==> src/sv/mcfr_pkg.sv <==
// Shared types, codes and helpers for the motor command frame receiver.
`timescale 1ns / 1ps
package mcfr_pkg;

  localparam int MAX_PAYLOAD_DEF = 32;
  localparam int QUEUE_DEPTH_DEF = 2;
  localparam int LEN_W           = 6;

  localparam logic [7:0]  HDR1_RST  = 8'hAA;
  localparam logic [7:0]  HDR2_RST  = 8'h55;
  localparam logic [15:0] LIMIT_RST = 16'd500;

  localparam logic [7:0] CMD_HALT_ALL   = 8'h01;
  localparam logic [7:0] CMD_SET_DRIVES = 8'h02;
  localparam logic [7:0] CMD_BUZZER     = 8'h04;
  localparam logic [7:0] CMD_ODOM_RST   = 8'h06;

  localparam logic OP_BYTE = 1'b0;
  localparam logic OP_TICK = 1'b1;

  typedef enum logic [1:0] {
    REG_HDR1  = 2'd0,
    REG_HDR2  = 2'd1,
    REG_LIMIT = 2'd2
  } reg_idx_t;

  typedef enum logic [1:0] {
    ST_NONE = 2'd0,
    ST_OK   = 2'd1,
    ST_CSUM = 2'd2,
    ST_LEN  = 2'd3
  } status_t;

  typedef enum logic [2:0] {
    PH_HDR1 = 3'd0,
    PH_HDR2 = 3'd1,
    PH_SEQ  = 3'd2,
    PH_CMD  = 3'd3,
    PH_LEN  = 3'd4,
    PH_PAY  = 3'd5,
    PH_SUM  = 3'd6
  } phase_t;

  typedef struct packed {
    logic       is_tick;
    status_t    status;
    logic [7:0] cmd;
    logic [7:0] pay0;
    logic [7:0] pay1;
    logic       len_ge2;
  } ev_t;

  typedef struct packed {
    logic       fwd;
    logic       rev;
    logic [7:0] duty;
  } drive_t;

  typedef struct packed {
    drive_t     left;
    drive_t     right;
    status_t    status;
    logic [7:0] cmd;
    logic       beep;
    logic       odo_rst;
    logic       holding;
    logic       link;
  } res_t;

  function automatic drive_t decode_drive(input logic [7:0] v);
    drive_t d;
    d.fwd  = (v != 8'd0) && !v[7];
    d.rev  = v[7];
    d.duty = v[7] ? (8'd0 - v) : v;
    return d;
  endfunction

endpackage

==> src/sv/mcfr_fifo.sv <==
// Small register queue with push/full and pop/empty sides.
`timescale 1ns / 1ps
module mcfr_fifo #(
  parameter int W     = 8,
  parameter int DEPTH = 2
) (
  input  logic         clk,
  input  logic         rst_n,
  input  logic         push,
  input  logic [W-1:0] din,
  output logic         full,
  input  logic         pop,
  output logic [W-1:0] dout,
  output logic         empty
);
  localparam int AW = (DEPTH > 1) ? $clog2(DEPTH) : 1;
  localparam int CW = $clog2(DEPTH + 1);

  logic [W-1:0]  mem_r [DEPTH];
  logic [AW-1:0] wr_ptr_r, wr_ptr_nxt;
  logic [AW-1:0] rd_ptr_r, rd_ptr_nxt;
  logic [CW-1:0] count_r, count_nxt;
  logic          push_ok, pop_ok;

  assign full    = (count_r == CW'(DEPTH));
  assign empty   = (count_r == '0);
  assign push_ok = push && !full;
  assign pop_ok  = pop && !empty;
  assign dout    = mem_r[rd_ptr_r];

  always_comb begin
    wr_ptr_nxt = wr_ptr_r;
    rd_ptr_nxt = rd_ptr_r;
    if (push_ok) begin
      wr_ptr_nxt = (wr_ptr_r == AW'(DEPTH - 1)) ? '0 : wr_ptr_r + 1'b1;
    end
    if (pop_ok) begin
      rd_ptr_nxt = (rd_ptr_r == AW'(DEPTH - 1)) ? '0 : rd_ptr_r + 1'b1;
    end
    count_nxt = count_r + CW'(push_ok) - CW'(pop_ok);
  end

  always_ff @(posedge clk) begin
    if (push_ok) begin
      mem_r[wr_ptr_r] <= din;
    end
  end

  always_ff @(posedge clk) begin
    if (!rst_n) begin
      wr_ptr_r <= '0;
      rd_ptr_r <= '0;
      count_r  <= '0;
    end else begin
      wr_ptr_r <= wr_ptr_nxt;
      rd_ptr_r <= rd_ptr_nxt;
      count_r  <= count_nxt;
    end
  end
endmodule

==> src/sv/mcfr_front.sv <==
// Frame parser: hunts headers, checks length and checksum, emits one event per transaction.
`timescale 1ns / 1ps
module mcfr_front import mcfr_pkg::*; #(
  parameter int MAX_PAYLOAD = MAX_PAYLOAD_DEF
) (
  input  logic       clk,
  input  logic       rst_n,
  input  logic       accept,
  input  logic       op,
  input  logic [7:0] rx_byte,
  input  logic [7:0] hdr1,
  input  logic [7:0] hdr2,
  output ev_t        ev
);
  phase_t             phase_r, phase_nxt;
  logic [7:0]         cmd_r, cmd_nxt;
  logic [LEN_W-1:0]   len_r, len_nxt;
  logic [LEN_W-1:0]   cnt_r, cnt_nxt;
  logic [7:0]         xor_r, xor_nxt;
  logic [7:0]         pay0_r, pay0_nxt;
  logic [7:0]         pay1_r, pay1_nxt;
  logic               byte_go;
  logic               too_long;
  logic [LEN_W-1:0]   cnt_inc;
  status_t            status;

  assign byte_go  = accept && (op == OP_BYTE);
  assign too_long = rx_byte > 8'(MAX_PAYLOAD);
  assign cnt_inc  = cnt_r + 1'b1;

  always_comb begin
    phase_nxt = phase_r;
    if (byte_go) begin
      unique case (phase_r)
        PH_HDR2: phase_nxt = (rx_byte == hdr2) ? PH_SEQ : PH_HDR1;
        PH_SEQ:  phase_nxt = PH_CMD;
        PH_CMD:  phase_nxt = PH_LEN;
        PH_LEN: begin
          if (too_long) begin
            phase_nxt = PH_HDR1;
          end else begin
            phase_nxt = (rx_byte == 8'd0) ? PH_SUM : PH_PAY;
          end
        end
        PH_PAY:  phase_nxt = (cnt_inc >= len_r) ? PH_SUM : PH_PAY;
        PH_SUM:  phase_nxt = PH_HDR1;
        default: phase_nxt = (rx_byte == hdr1) ? PH_HDR2 : PH_HDR1;
      endcase
    end
  end

  always_comb begin
    cmd_nxt  = cmd_r;
    len_nxt  = len_r;
    cnt_nxt  = cnt_r;
    xor_nxt  = xor_r;
    pay0_nxt = pay0_r;
    pay1_nxt = pay1_r;
    status   = ST_NONE;
    if (byte_go) begin
      unique case (phase_r)
        PH_SEQ: xor_nxt = rx_byte;
        PH_CMD: begin
          cmd_nxt = rx_byte;
          xor_nxt = xor_r ^ rx_byte;
        end
        PH_LEN: begin
          if (too_long) begin
            status = ST_LEN;
          end else begin
            len_nxt = rx_byte[LEN_W-1:0];
            xor_nxt = xor_r ^ rx_byte;
            cnt_nxt = '0;
          end
        end
        PH_PAY: begin
          if (cnt_r == LEN_W'(0)) begin
            pay0_nxt = rx_byte;
          end else if (cnt_r == LEN_W'(1)) begin
            pay1_nxt = rx_byte;
          end
          xor_nxt = xor_r ^ rx_byte;
          cnt_nxt = cnt_inc;
        end
        PH_SUM:  status = (rx_byte == xor_r) ? ST_OK : ST_CSUM;
        default: status = ST_NONE;
      endcase
    end
  end

  always_comb begin
    ev.is_tick = (op == OP_TICK);
    ev.status  = status;
    ev.cmd     = cmd_r;
    ev.pay0    = pay0_r;
    ev.pay1    = pay1_r;
    ev.len_ge2 = (len_r >= LEN_W'(2));
  end

  always_ff @(posedge clk) begin
    if (!rst_n) begin
      phase_r <= PH_HDR1;
      cmd_r   <= '0;
      len_r   <= '0;
      cnt_r   <= '0;
      xor_r   <= '0;
      pay0_r  <= '0;
      pay1_r  <= '0;
    end else begin
      phase_r <= phase_nxt;
      cmd_r   <= cmd_nxt;
      len_r   <= len_nxt;
      cnt_r   <= cnt_nxt;
      xor_r   <= xor_nxt;
      pay0_r  <= pay0_nxt;
      pay1_r  <= pay1_nxt;
    end
  end
endmodule

==> src/sv/mcfr_back.sv <==
// Drive executor: applies frame commands, runs the watchdog, builds each result.
`timescale 1ns / 1ps
module mcfr_back import mcfr_pkg::*; (
  input  logic        clk,
  input  logic        rst_n,
  input  logic        go,
  input  ev_t         ev,
  input  logic [15:0] limit,
  output res_t        res
);
  logic [7:0]  lcmd_r, lcmd_nxt;
  logic [7:0]  rcmd_r, rcmd_nxt;
  logic [7:0]  lapp_r, lapp_nxt;
  logic [7:0]  rapp_r, rapp_nxt;
  logic [15:0] elapsed_r, elapsed_nxt;
  logic        link_r, link_nxt;
  logic [15:0] elapsed_inc;
  logic        beep, odo_rst;
  logic [7:0]  accepted;

  assign elapsed_inc = (elapsed_r != 16'hFFFF) ? elapsed_r + 16'd1 : elapsed_r;

  always_comb begin
    lcmd_nxt    = lcmd_r;
    rcmd_nxt    = rcmd_r;
    lapp_nxt    = lapp_r;
    rapp_nxt    = rapp_r;
    elapsed_nxt = elapsed_r;
    link_nxt    = link_r;
    beep        = 1'b0;
    odo_rst     = 1'b0;
    accepted    = '0;
    if (go) begin
      if (ev.is_tick) begin
        elapsed_nxt = elapsed_inc;
        if ((elapsed_inc > limit) && ((lcmd_r != 8'd0) || (rcmd_r != 8'd0))) begin
          lapp_nxt = '0;
          rapp_nxt = '0;
        end
      end else if (ev.status == ST_OK) begin
        elapsed_nxt = '0;
        link_nxt    = 1'b1;
        accepted    = ev.cmd;
        unique case (ev.cmd)
          CMD_HALT_ALL: begin
            lcmd_nxt = '0;
            rcmd_nxt = '0;
            lapp_nxt = '0;
            rapp_nxt = '0;
          end
          CMD_SET_DRIVES: begin
            if (ev.len_ge2) begin
              lcmd_nxt = ev.pay0;
              rcmd_nxt = ev.pay1;
              lapp_nxt = ev.pay0;
              rapp_nxt = ev.pay1;
            end
          end
          CMD_BUZZER:   beep    = 1'b1;
          CMD_ODOM_RST: odo_rst = 1'b1;
          default:      accepted = ev.cmd;
        endcase
      end
    end
  end

  always_comb begin
    res.left    = decode_drive(lapp_nxt);
    res.right   = decode_drive(rapp_nxt);
    res.status  = ev.is_tick ? ST_NONE : ev.status;
    res.cmd     = accepted;
    res.beep    = beep;
    res.odo_rst = odo_rst;
    res.holding = (elapsed_nxt > limit) && ((lcmd_nxt != 8'd0) || (rcmd_nxt != 8'd0));
    res.link    = link_nxt;
  end

  always_ff @(posedge clk) begin
    if (!rst_n) begin
      lcmd_r    <= '0;
      rcmd_r    <= '0;
      lapp_r    <= '0;
      rapp_r    <= '0;
      elapsed_r <= '0;
      link_r    <= 1'b0;
    end else begin
      lcmd_r    <= lcmd_nxt;
      rcmd_r    <= rcmd_nxt;
      lapp_r    <= lapp_nxt;
      rapp_r    <= rapp_nxt;
      elapsed_r <= elapsed_nxt;
      link_r    <= link_nxt;
    end
  end
endmodule

==> src/sv/motor_command_frame_receiver_core.sv <==
// Motor command frame receiver: parser front, event queue, drive back end and result queue.
`timescale 1ns / 1ps
// Each input transaction is a serial byte or a millisecond tick and yields exactly one
// result. One transaction is accepted per clock when the queues are not backed up; a
// result is registered in the event queue by the parser, then in the result queue by the
// executor, before it shows on the out_ ports. Both queues hold QUEUE_DEPTH entries, so
// input keeps flowing while a finished result waits for pop.
// Header bytes and the watchdog limit sit at byte addresses 0, 4 and 8 of the APB port.
module motor_command_frame_receiver_core import mcfr_pkg::*; #(
  parameter int MAX_PAYLOAD = MAX_PAYLOAD_DEF,
  parameter int QUEUE_DEPTH = QUEUE_DEPTH_DEF
) (
  input  logic        clk,
  input  logic        rst_n,
  input  logic        push,
  output logic        full,
  input  logic        in_op,
  input  logic [7:0]  in_rx_byte,
  output logic        empty,
  input  logic        pop,
  output logic        out_left_forward,
  output logic        out_left_reverse,
  output logic [7:0]  out_left_duty,
  output logic        out_right_forward,
  output logic        out_right_reverse,
  output logic [7:0]  out_right_duty,
  output logic [1:0]  out_frame_status,
  output logic [7:0]  out_frame_command,
  output logic        out_beep_pulse,
  output logic        out_odometry_reset_pulse,
  output logic        out_watchdog_holding,
  output logic        out_link_seen,
  input  logic        psel,
  input  logic        penable,
  input  logic        pwrite,
  input  logic [3:0]  paddr,
  input  logic [31:0] pwdata,
  output logic [31:0] prdata,
  output logic        pready
);
  logic [7:0]  hdr1_r, hdr2_r;
  logic [15:0] limit_r;
  reg_idx_t    reg_idx;
  logic        cfg_wr;

  logic        in_go;
  ev_t         ev_in, ev_out;
  logic        ev_full, ev_empty, ev_pop;
  res_t        res_in, res_out;
  logic        res_full;

  assign pready  = 1'b1;
  assign reg_idx = reg_idx_t'(paddr[3:2]);
  assign cfg_wr  = psel && penable && pwrite && pready;

  always_comb begin
    unique case (reg_idx)
      REG_HDR1:  prdata = {24'd0, hdr1_r};
      REG_HDR2:  prdata = {24'd0, hdr2_r};
      REG_LIMIT: prdata = {16'd0, limit_r};
      default:   prdata = '0;
    endcase
  end

  always_ff @(posedge clk) begin
    if (!rst_n) begin
      hdr1_r  <= HDR1_RST;
      hdr2_r  <= HDR2_RST;
      limit_r <= LIMIT_RST;
    end else if (cfg_wr) begin
      unique case (reg_idx)
        REG_HDR1:  hdr1_r  <= pwdata[7:0];
        REG_HDR2:  hdr2_r  <= pwdata[7:0];
        REG_LIMIT: limit_r <= pwdata[15:0];
        default:   hdr1_r  <= hdr1_r;
      endcase
    end
  end

  assign full  = ev_full;
  assign in_go = push && !ev_full;

  mcfr_front #(.MAX_PAYLOAD(MAX_PAYLOAD)) u_front (
    .clk     (clk),
    .rst_n   (rst_n),
    .accept  (in_go),
    .op      (in_op),
    .rx_byte (in_rx_byte),
    .hdr1    (hdr1_r),
    .hdr2    (hdr2_r),
    .ev      (ev_in)
  );

  mcfr_fifo #(.W($bits(ev_t)), .DEPTH(QUEUE_DEPTH)) u_ev_q (
    .clk   (clk),
    .rst_n (rst_n),
    .push  (in_go),
    .din   (ev_in),
    .full  (ev_full),
    .pop   (ev_pop),
    .dout  (ev_out),
    .empty (ev_empty)
  );

  assign ev_pop = !ev_empty && !res_full;

  mcfr_back u_back (
    .clk   (clk),
    .rst_n (rst_n),
    .go    (ev_pop),
    .ev    (ev_out),
    .limit (limit_r),
    .res   (res_in)
  );

  mcfr_fifo #(.W($bits(res_t)), .DEPTH(QUEUE_DEPTH)) u_res_q (
    .clk   (clk),
    .rst_n (rst_n),
    .push  (ev_pop),
    .din   (res_in),
    .full  (res_full),
    .pop   (pop),
    .dout  (res_out),
    .empty (empty)
  );

  assign out_left_forward         = res_out.left.fwd;
  assign out_left_reverse         = res_out.left.rev;
  assign out_left_duty            = res_out.left.duty;
  assign out_right_forward        = res_out.right.fwd;
  assign out_right_reverse        = res_out.right.rev;
  assign out_right_duty           = res_out.right.duty;
  assign out_frame_status         = res_out.status;
  assign out_frame_command        = res_out.cmd;
  assign out_beep_pulse           = res_out.beep;
  assign out_odometry_reset_pulse = res_out.odo_rst;
  assign out_watchdog_holding     = res_out.holding;
  assign out_link_seen            = res_out.link;
endmodule

==> config.mk <==
export PLATFORM = sky130hd
export DESIGN_NAME = motor_command_frame_receiver_core
export DESIGN_NICKNAME = d
export VERILOG_FILES = /design/src/sv/mcfr_pkg.sv /design/src/sv/mcfr_fifo.sv /design/src/sv/mcfr_front.sv /design/src/sv/mcfr_back.sv /design/src/sv/motor_command_frame_receiver_core.sv
export SDC_FILE = /design/constraint.sdc
export NUM_CORES = 1
export LEC_CHECK = 0
export BUFFER_PORTS_ARGS = -buffer_cell sky130_fd_sc_hd__buf_2
export CAP_MARGIN = 10
export CORE_ASPECT_RATIO = 0.7
export CORE_MARGIN = 1
export CORE_UTILIZATION = 65
export CTS_CLUSTER_SIZE = 24
export DETAILED_ROUTE_END_ITERATION = 16
export HOLD_SLACK_MARGIN = 0.12
export PLACE_DENSITY = 0.92
export SLEW_MARGIN = 10
export SYNTH_ARGS = -nofsm -noshare
export SYNTH_HDL_FRONTEND = slang
export SYNTH_HIERARCHICAL = 1
export SYNTH_SLANG_ARGS = --single-unit
export TNS_END_PERCENT = 5
==> constraint.sdc <==
create_clock -name clk -period 5.9 [get_ports clk]
set_input_delay 0.59 -clock clk [delete_from_list [all_inputs] [get_ports clk]]
set_output_delay 0.59 -clock clk [all_outputs]
set_load 0.01 [all_outputs]
### After elaboration in Yosys (flattened, before gate mapping)

Memory sizes are Yosys's and may differ from the RTL's. A register that Yosys moved wholly into a read port is not among the register bits.
Index checks and enable logic that the tools add are counted.

* register bits: 136
* RAM bits: 124
* input bits: 52
* output and inout port bits: 69
* memories: 2

* add/sub/neg operators: 12
* magnitude comparators: 5
* eq/ne operators: 21
* mux-type cells: 70
* bitwise operators: 4
* reductions and logical operators: 44

Memory list
* u_res_q.mem_r: depth 2, width 34, read ports 1, clocked after memory_dff 1, write ports 1, line mcfr_fifo.sv:19 `logic [W-1:0] mem_r [DEPTH];`
* u_ev_q.mem_r: depth 2, width 28, read ports 1, clocked after memory_dff 1, write ports 1, line mcfr_fifo.sv:19

Operators with widths (count)
* 8-bit two-way mux: 24
* 16-bit two-way mux: 4
* 8-bit case mux with 2 select lines: 4
* 16-bit case mux with 3 select lines: 1
* 8-bit nonzero test: 6
* 16-bit greater-than comparator: 2
* 8-bit equality test: 3
* 1-bit two-way mux: 24
* 8-bit case mux with 3 select lines: 1
* 3-bit case mux with 6 select lines: 1
* 16-bit by 1-bit adder with 16-bit output, second input constant: 1
* 8-bit by 3-bit equality test with 1-bit output, second input constant: 2
* 16-bit inequality test, second input constant: 1
* 1-bit by 8-bit subtractor with 8-bit output, first input constant: 2
* 2-bit two-way mux: 7
* 1-bit logical AND: 13
* 6-bit case mux with 2 select lines: 1
* 3-bit AND reduction: 4
* 3-bit equality test, second input constant: 3
* 8-bit by 1-bit equality test with 1-bit output, second input constant: 1
* 8-bit by 2-bit equality test with 1-bit output, second input constant: 1
* 8-bit by 6-bit greater-than comparator with 1-bit output, second input constant: 1
* 8-bit logical NOT: 1
* 2-bit AND reduction: 4
* other kinds (25): 44

### Logic depth before layout (Yosys ltp)

Gate-level depths: netlist of run 1.

* word-level depth: 9
* gate-level depth with buffers: 18
* mapped depth without buffers: 17

### Cells and area by module

The synthesis of run 1 kept the hierarchy.

Modules (own cells, without submodules)
* mcfr_back: times used 1, cells an instance 510, area an instance 3971.3 µm², sequential area each 980.9 µm²
* mcfr_fifo at u_res_q: times used 1, cells an instance 133, area an instance 2842.7 µm², sequential area each 2142.1 µm²
* mcfr_front: times used 1, cells an instance 326, area an instance 2783.9 µm², sequential area each 940.9 µm²
* mcfr_fifo at u_ev_q: times used 1, cells an instance 114, area an instance 2357.3 µm², sequential area each 1781.7 µm²
* motor_command_frame_receiver_core: times used 1, cells an instance 195, area an instance 1702.9 µm², sequential area each 640.6 µm²

### Least setup slack after synthesis of run 1

No wires, ideal clock.

* path kind: flip-flop to flip-flop
* from: register u_back.elapsed_r[0]
* to: memory u_res_q/mem_r[0][30] (netlist name) (data pin)
* library setup time: 0.271 ns
* arrival time: 3.553 ns
* slack: 2.076 ns
* stages on the path, launching flop included: 19
* period minus slack after synthesis: 3.824 ns
* cells stage by stage: dfxtp_1 -> ha_1 -> nand2_1 -> or2_2 -> or2_2 -> clkbuf_1 -> nand2_1 -> nand2_1 -> ha_1 -> nor2b_1 -> o211ai_1 -> a2111o_1 -> a31oi_1 -> o21ai_0 -> inv_1 -> ha_1 -> o211ai_1 -> o21a_1 -> xor2_1

RTL lines
* start: declaration: line mcfr_back.sv:15 `logic [15:0] elapsed_r, elapsed_nxt;`
* start signal: assignment: line mcfr_back.sv:91 `elapsed_r <= elapsed_nxt;`
* end: declaration: line mcfr_fifo.sv:19

==> flow_metrics.tcl, run 1 <==
set metrics [dict create \
    fin_crit_sh_pct 79.2 \
    yosys-top-cells-area "edfxtp_1, dfxtp_1, mux2_4" \
    yosys.cell_count.top_type "dfxtp_1" \
    ys_seq_elements 262 \
    ys_seq_area_share_pct 47.5 \
    grt_max_degree 115 \
    postCtsSetupRepairBufs 0 \
    synth_top_area_cell "edfxtp_1" \
    cts_buffers 24 \
    grt_use_total_pct 28.3 \
    cts_tree "done" \
    vias_per_cell 6.21 \
    coreArea_um2 20200 \
    power_density_nw_per_um2 361 \
    worst_ep_arrival_time_ps 4930 \
    rows 43 \
    detail-route-antenna-nets 0 \
    syn_area_per_cell_um2 10.7 \
    period_minus_slack_ps 4670 \
    cp-startpoint "u_back/elapsed_r[0]$_SDFF_PN0_" \
    crit_path_frequent_cell "ha_1" \
    finalNetCount 1419 \
    routabilityCongestion 0.899 \
    antenna_found_initial 0 \
    post_cts_resized 0 \
    setup_viol 0 \
    slowest_stage "o21ai_0" \
    vias 9980 \
    worst_path_largest_cell_delay_ps 460 \
    drc_errors 0 \
    yosysTopAreaCellShare_pct 27.3 \
    worstSetupEndpointType "register" \
    start_util_pct 67.7 \
    clockBufferDepth 3 \
    worstHoldStart "in_op" \
    routed_wirelength_um 30600 \
    diodes 0 \
    die_h_um 123 \
    crit_type "reg2reg" \
    portBuffers 85 \
    synth_edf_count 124 \
    status "finished clean" \
    drive_above_1_share_pct 16.7 \
    dp_hpwl_um 20600 \
    ys_dominant_reg_cell "dfxtp_1" \
    clk_pin_slew_worst_paths_ps 60 \
    route.detailed.wl_per_inst_um 19.1 \
    pin_count 121 \
    slew_viol_final 0 \
    report.final.hold_viol_count 0 \
    synth_commonest_cells "dfxtp_1, edfxtp_1, nand2_1, nor2_1, mux2i_1" \
    fin_skew_ps 19.8 \
    place_inst 1563 \
    worst_skew_pair.late_latency_ps 530 \
    clock.fmax_mhz 214 \
    postSynth.asyncResetShare_pct 0 \
    grt_setup_unrepaired "false" \
    route.met2.wl_um 14000 \
    ir_drop_uv 246 \
    overflow 0 \
    maxCapViolCount 0 \
    reg2reg_depth 16 \
    synth_cells 1278 \
    num-fill-cells 1330 \
    multi_input_area_um2 6480 \
    ff_latch_area_um2 6490 \
    area_growth_pct 7.37 \
    dr.pass1.iters 5 \
    final_area_um2 14700 \
    crit_path_max_fanout 5 \
    timing.setup.tns_ps 0 \
    maxSlewHeadroom_pct 19.1 \
    netlist_area_um2 13700 \
    grt_pass1_vias 9525 \
    final_cells 1607 \
    die_w_um 175 \
    grt_pass1_wl_um 48700 \
    min_delay_path_depth 1 \
    crit_chain "ha_1, nand2_1, or2_2, o21ai_0, nor2_1, xor2_1, ha_1, nand4_1, a2111o_1, a31oi_1, o21ai_0, inv_1, ha_1, o211ai_1, o21a_1, xor2_1" \
    crit_family "compound AO/OA/AOI/OAI gates" \
    holdBufCountCts 0 \
    yosys_warnings 6 \
    clock-sinks 262 \
    cts-root-buf "clkbuf_16" \
    r2r_start "u_back/elapsed_r[0]$_SDFF_PN0_" \
    hp-class "in2reg" \
    worstSetupPathDepth 16 \
    met3RoutedLength_um 2550 \
    placed_cell_area_um2 13900 \
    cts_max_level 1 \
    p_leak_nw 5.82 \
    path_buf_inv 1 \
    dieArea_um2 21600 \
    m1WireLength_um 13400 \
    crit_required_ps 6160 \
    yosys.cell_types.count 80 \
    start_kind "register" \
    top_layer "met4" \
    tightestPinTransition_ps 1210 \
    drtIter0Drc 992 \
    postLayoutCoreUtil_pct 72.7 \
]
## metrics by stage
| stage | total power, mW | hold WS, ps | worst slack [ps] |
|---|---|---|---|
| 2_1_floorplan | 3.45 | 425 | 2080 |
| 3_3_place_gp | 3.76 | 432 | 1510 |
| 3_5_place_dp | 3.83 | 443 | 1400 |
| 4_1_cts | 5.29 | 290 | 1360 |
| 5_1_grt | 5.50 | 298 | 1040 |
| 6_report | 5.30 | 303 | 1230 |
## state kept, by name, indices dropped and copies added, names as in the netlist, 16 cells and up, named ones only
name              flops
u_res_q/mem_r        68
u_ev_q/mem_r         56
limit_r              16
u_back/elapsed_r     16
## per-layer routing
layer,track usage [%],vias to the layer above
li1,-,4643
met1,39.3,4786
met2,46.7,486
met3,4.27,65
met4,7.83,0
met5,0,-
## final timing paths
check                                                 endpoint  slack [ps]
worst min register to register    u_ev_q/mem_r[1][1]$_DFFE_PP_         460
worst max register to register  u_res_q/mem_r[1][30]$_DFFE_PP_        1230
worst min-delay path             u_ev_q/mem_r[1][27]$_DFFE_PP_         300
worst max-delay path            u_res_q/mem_r[1][30]$_DFFE_PP_        1230
## report_power, final
| group | switching, mW | leakage [nW] | internal (mW) | total [mW] |
|---|---|---|---|---|
| Sequential | 0.143 | 2.30 | 2.22 | 2.36 |
| Clock | 0.665 | 0.360 | 0.799 | 1.46 |
| Combinational | 0.851 | 3.17 | 0.618 | 1.47 |
## cells in the final DEF (no fill, tap or decap), types with 24 or more instances in the layout
| master | instances |
|---|---|
| xnor2_1 | 34 |
| o21ai_0 | 42 |
| dfxtp_1 | 137 |
| nand3_1 | 38 |
| nor3_1 | 28 |
| and2_1 | 38 |
| clkbuf_16 | 25 |
| edfxtp_1 | 124 |
| ha_1 | 48 |
| mux2i_1 | 54 |
| nor2b_1 | 47 |
| a21oi_1 | 30 |
| inv_1 | 38 |
| a21boi_0 | 24 |
| mux2_4 | 50 |
| nor2_1 | 82 |
| buf_2 | 84 |
| nand2_1 | 103 |
## cells by family after synthesis
| kind of cell | count (synthesis) | synth area share [%] |
|---|---|---|
| XOR/XNOR | 50 | 3.21 |
| flip-flops | 262 | 47.5 |
| other | 2 | 0.0550 |
| AND/OR/NAND/NOR | 452 | 17.6 |
| adder cells (fa/ha/maj) | 48 | 4.40 |
| multiplexers | 121 | 10.9 |
| buffers and inverters | 132 | 5.53 |
| AO/OA/AOI/OAI | 211 | 10.8 |
## area by class of cell
cell class | instances | share of cell area (%)
Multi-Input combinational cell | 899 | 44.2
Tap cell | 270 | 2.30
Clock inverter | 12 | 0.384
Inverter | 39 | 0.998
Timing Repair Buffer | 93 | 3.33
Sequential cell | 262 | 44.2
Clock buffer | 32 | 4.58
Power figures use the tool's default switching activity.
==> inputs of run 2 (changes only) <==
--- a/config.mk
+++ b/config.mk
@@ -9,11 +9,11 @@
 export CAP_MARGIN = 10
 export CORE_ASPECT_RATIO = 0.7
 export CORE_MARGIN = 1
-export CORE_UTILIZATION = 65
+export CORE_UTILIZATION = 54
 export CTS_CLUSTER_SIZE = 24
 export DETAILED_ROUTE_END_ITERATION = 16
 export HOLD_SLACK_MARGIN = 0.12
-export PLACE_DENSITY = 0.92
+export PLACE_DENSITY = 0.82
 export SLEW_MARGIN = 10
 export SYNTH_ARGS = -nofsm -noshare
 export SYNTH_HDL_FRONTEND = slang
==> constraint.sdc (replaced) <==
create_clock -name clk -period 3.8 [get_ports clk]
set_input_delay 0.38 -clock clk [delete_from_list [all_inputs] [get_ports clk]]
set_output_delay 0.38 -clock clk [all_outputs]
set_load 0.01 [all_outputs]
==> flow_metrics.tcl, run 2 (same netlist as run 1, synthesis figures left out) <==
set metrics [dict create \
    status "complete, but fails checks" \
    fin_skew_ps 18.8 \
    timing.setup.tns_ps -131 \
    crit_path_max_fanout 6 \
    clk_pin_slew_worst_paths_ps 70 \
    maxCapViolCount 0 \
    diodes 0 \
    drtIter0Drc 898 \
    fin_ws_ps -52.7 \
    crit_required_ps 4060 \
    start_util_pct 55.2 \
    whs_ps 142 \
    grt_setup_unrepaired "true" \
    seqPwrFrac_pct 41.4 \
    num-fill-cells 1851 \
    maxSlewHeadroom_pct 24.6 \
    routed_wirelength_um 31700 \
    clock_power_share_pct 31.3 \
    multi_input_area_um2 6650 \
    violations "setup timing" \
    largest_reg_flops 68 \
    tightestPinTransition_ps 1130 \
    cts_max_level 1 \
    worst_ep_arrival_time_ps 4110 \
    grt_use_total_pct 24.3 \
    detail-route-antenna-nets 0 \
    start_kind "register" \
    die_w_um 192 \
    slew_viol_final 0 \
    grt_max_degree 90 \
    coreArea_um2 24700 \
    crit_chain "and4_4, nand4_1, nor2b_1, and3_1, mux2_4, ha_4, nand4_1, buf_4, nor2_1, a21oi_2, a31oi_4, o21ai_1, inv_1, ha_2, o211ai_1, o21a_1, xor2_1" \
    clock.fmax_mhz 260 \
    crit_type "reg2reg" \
    route.detailed.wl_per_inst_um 18.0 \
    grt_pass1_vias 9588 \
    worst_skew_pair.late_latency_ps 530 \
    dr.pass1.iters 5 \
    hp-class "in2reg" \
    pin_count 121 \
    finalNetCount 1520 \
    swShare_pct 29.7 \
    overflow 0 \
    routabilityCongestion 0.936 \
    antenna_found_initial 0 \
    worstSetupEndpointType "register" \
    final_cells 1763 \
    area_growth_pct 16.2 \
    drive_above_1_share_pct 24.2 \
    worst_path_largest_cell_delay_ps 340 \
    rrSetupSlack_ps -50 \
    cts-root-buf "clkbuf_16" \
    power_density_nw_per_um2 558 \
    dieArea_um2 25900 \
    place_inst 1698 \
    crit_path_frequent_cell "nand4_1" \
    vias 10200 \
    cts_tree "done" \
    largest-register "u_res_q/mem_r" \
    grt_pass1_wl_um 50000 \
    ir_drop_uv 472 \
    rows 48 \
    internal_power_mw 6.22 \
    portBuffers 85 \
    setup_viol 4 \
    ff_latch_area_um2 6500 \
    cts_buffers 25 \
    dp_hpwl_um 21900 \
    mostFrequentLayoutCells "dfxtp_1, edfxtp_1, nand2_1" \
    report.final.hold_viol_count 0 \
    slowest_stage "dfxtp_2" \
    drc_errors 0 \
    period_minus_slack_ps 3850 \
    vias_per_cell 5.78 \
    final_common_cell "dfxtp_1" \
    fin_crit_sh_pct 101 \
    die_h_um 135 \
    clockBufferDepth 3 \
    p_leak_nw 6.41 \
    reg_top3 "u_res_q/mem_r: 68 flops, u_ev_q/mem_r: 56 flops" \
    power.switching_mw 2.63 \
    clock-sinks 262 \
    combPwrFrac_pct 27.4 \
]
## run 2: changes by cell type in the layout (fill, tap and decap cells not counted), moves of 5 or more
cell           delta
buf_4            +86
dfxtp_2           +8
dfxtp_1           -8
bufinv_16         +7
dlygate4sd3_1    +12
a21oi_1           -5
a21oi_2           +5
## run 2: power by group through the flow
stage	Sequential (mW)	Combinational, mW	Clock [mW]
CTS	3.66	2.39	2.81
detailed placement	3.72	2.36	0
floorplan	3.61	1.74	0
global route	3.70	2.60	2.91
global placement	3.69	2.31	0
finish	3.66	2.42	2.77
## run 2: worst paths after layout
kind                             startpoint                             end  cells after the start
max          u_back/elapsed_r[6]$_SDFF_PN0_  u_res_q/mem_r[1][30]$_DFFE_PP_                     17
min                               pwdata[4]          hdr1_r[4]$_SDFFE_PN0P_                      3
max reg2reg  u_back/elapsed_r[6]$_SDFF_PN0_  u_res_q/mem_r[1][30]$_DFFE_PP_                     17
min reg2reg  u_front/pay1_r[7]$_SDFFE_PN0P_    u_ev_q/mem_r[1][8]$_DFFE_PP_                      0
## run 2: area by class of cell
| cell class | instances | share of cell area [%] |
|---|---|---|
| inverters | 39 | 0.922 |
| clock buffers | 32 | 4.17 |
| clock inverters | 13 | 1.55 |
| multi-input cells | 900 | 41.9 |
| well taps | 325 | 2.56 |
| flip-flops and latches | 262 | 40.9 |
| repair buffers | 192 | 7.97 |
## run 2: stage by stage
step                power (mW)  worst slack (ps)  area [µm²]  util, %
finish                    8.85             -52.7       15900     64.1
CTS                       8.87              5.45       15800     63.9
global route              9.21              -179       15900     64.1
detailed placement        6.08              -291       14600     59.1
floorplan                 5.35              7.01       13700        -
global placement          6.00              -142       14600     59.1
## run 2: what timing repair did
| action | CTS | global route |
|---|---|---|
| hold buffers | 12 | 0 |
| endpoints found under the setup margin | 26 | 34 |
| resized for setup | 25 | 21 |
| pin swaps | 13 | 6 |
| gates cloned | 1 | 0 |
| endpoints found under the hold margin | 13 | 0 |
| setup buffers | 5 | 2 |
## run 2: worst max-delay path: cells and delay by family (launching register included)
| family | cells | cell delay, ps |
|---|---|---|
| flip-flops | 1 | 340 |
| adder cells (fa/ha/maj) | 2 | 460 |
| AND/OR/NAND/NOR | 6 | 1180 |
| XOR/XNOR | 1 | 160 |
| buffers and inverters | 2 | 290 |
| multiplexers | 1 | 330 |
| AO/OA/AOI/OAI | 5 | 840 |
## run 2: metal layers
metal  up-vias  global-route usage, %  wire (µm)
li1       4855                      -          -
met3        62                   3.77       2450
met5         -                      0          0
met1      4880                   34.6      14500
met4         0                   6.56        695
met2       399                   38.4      14100
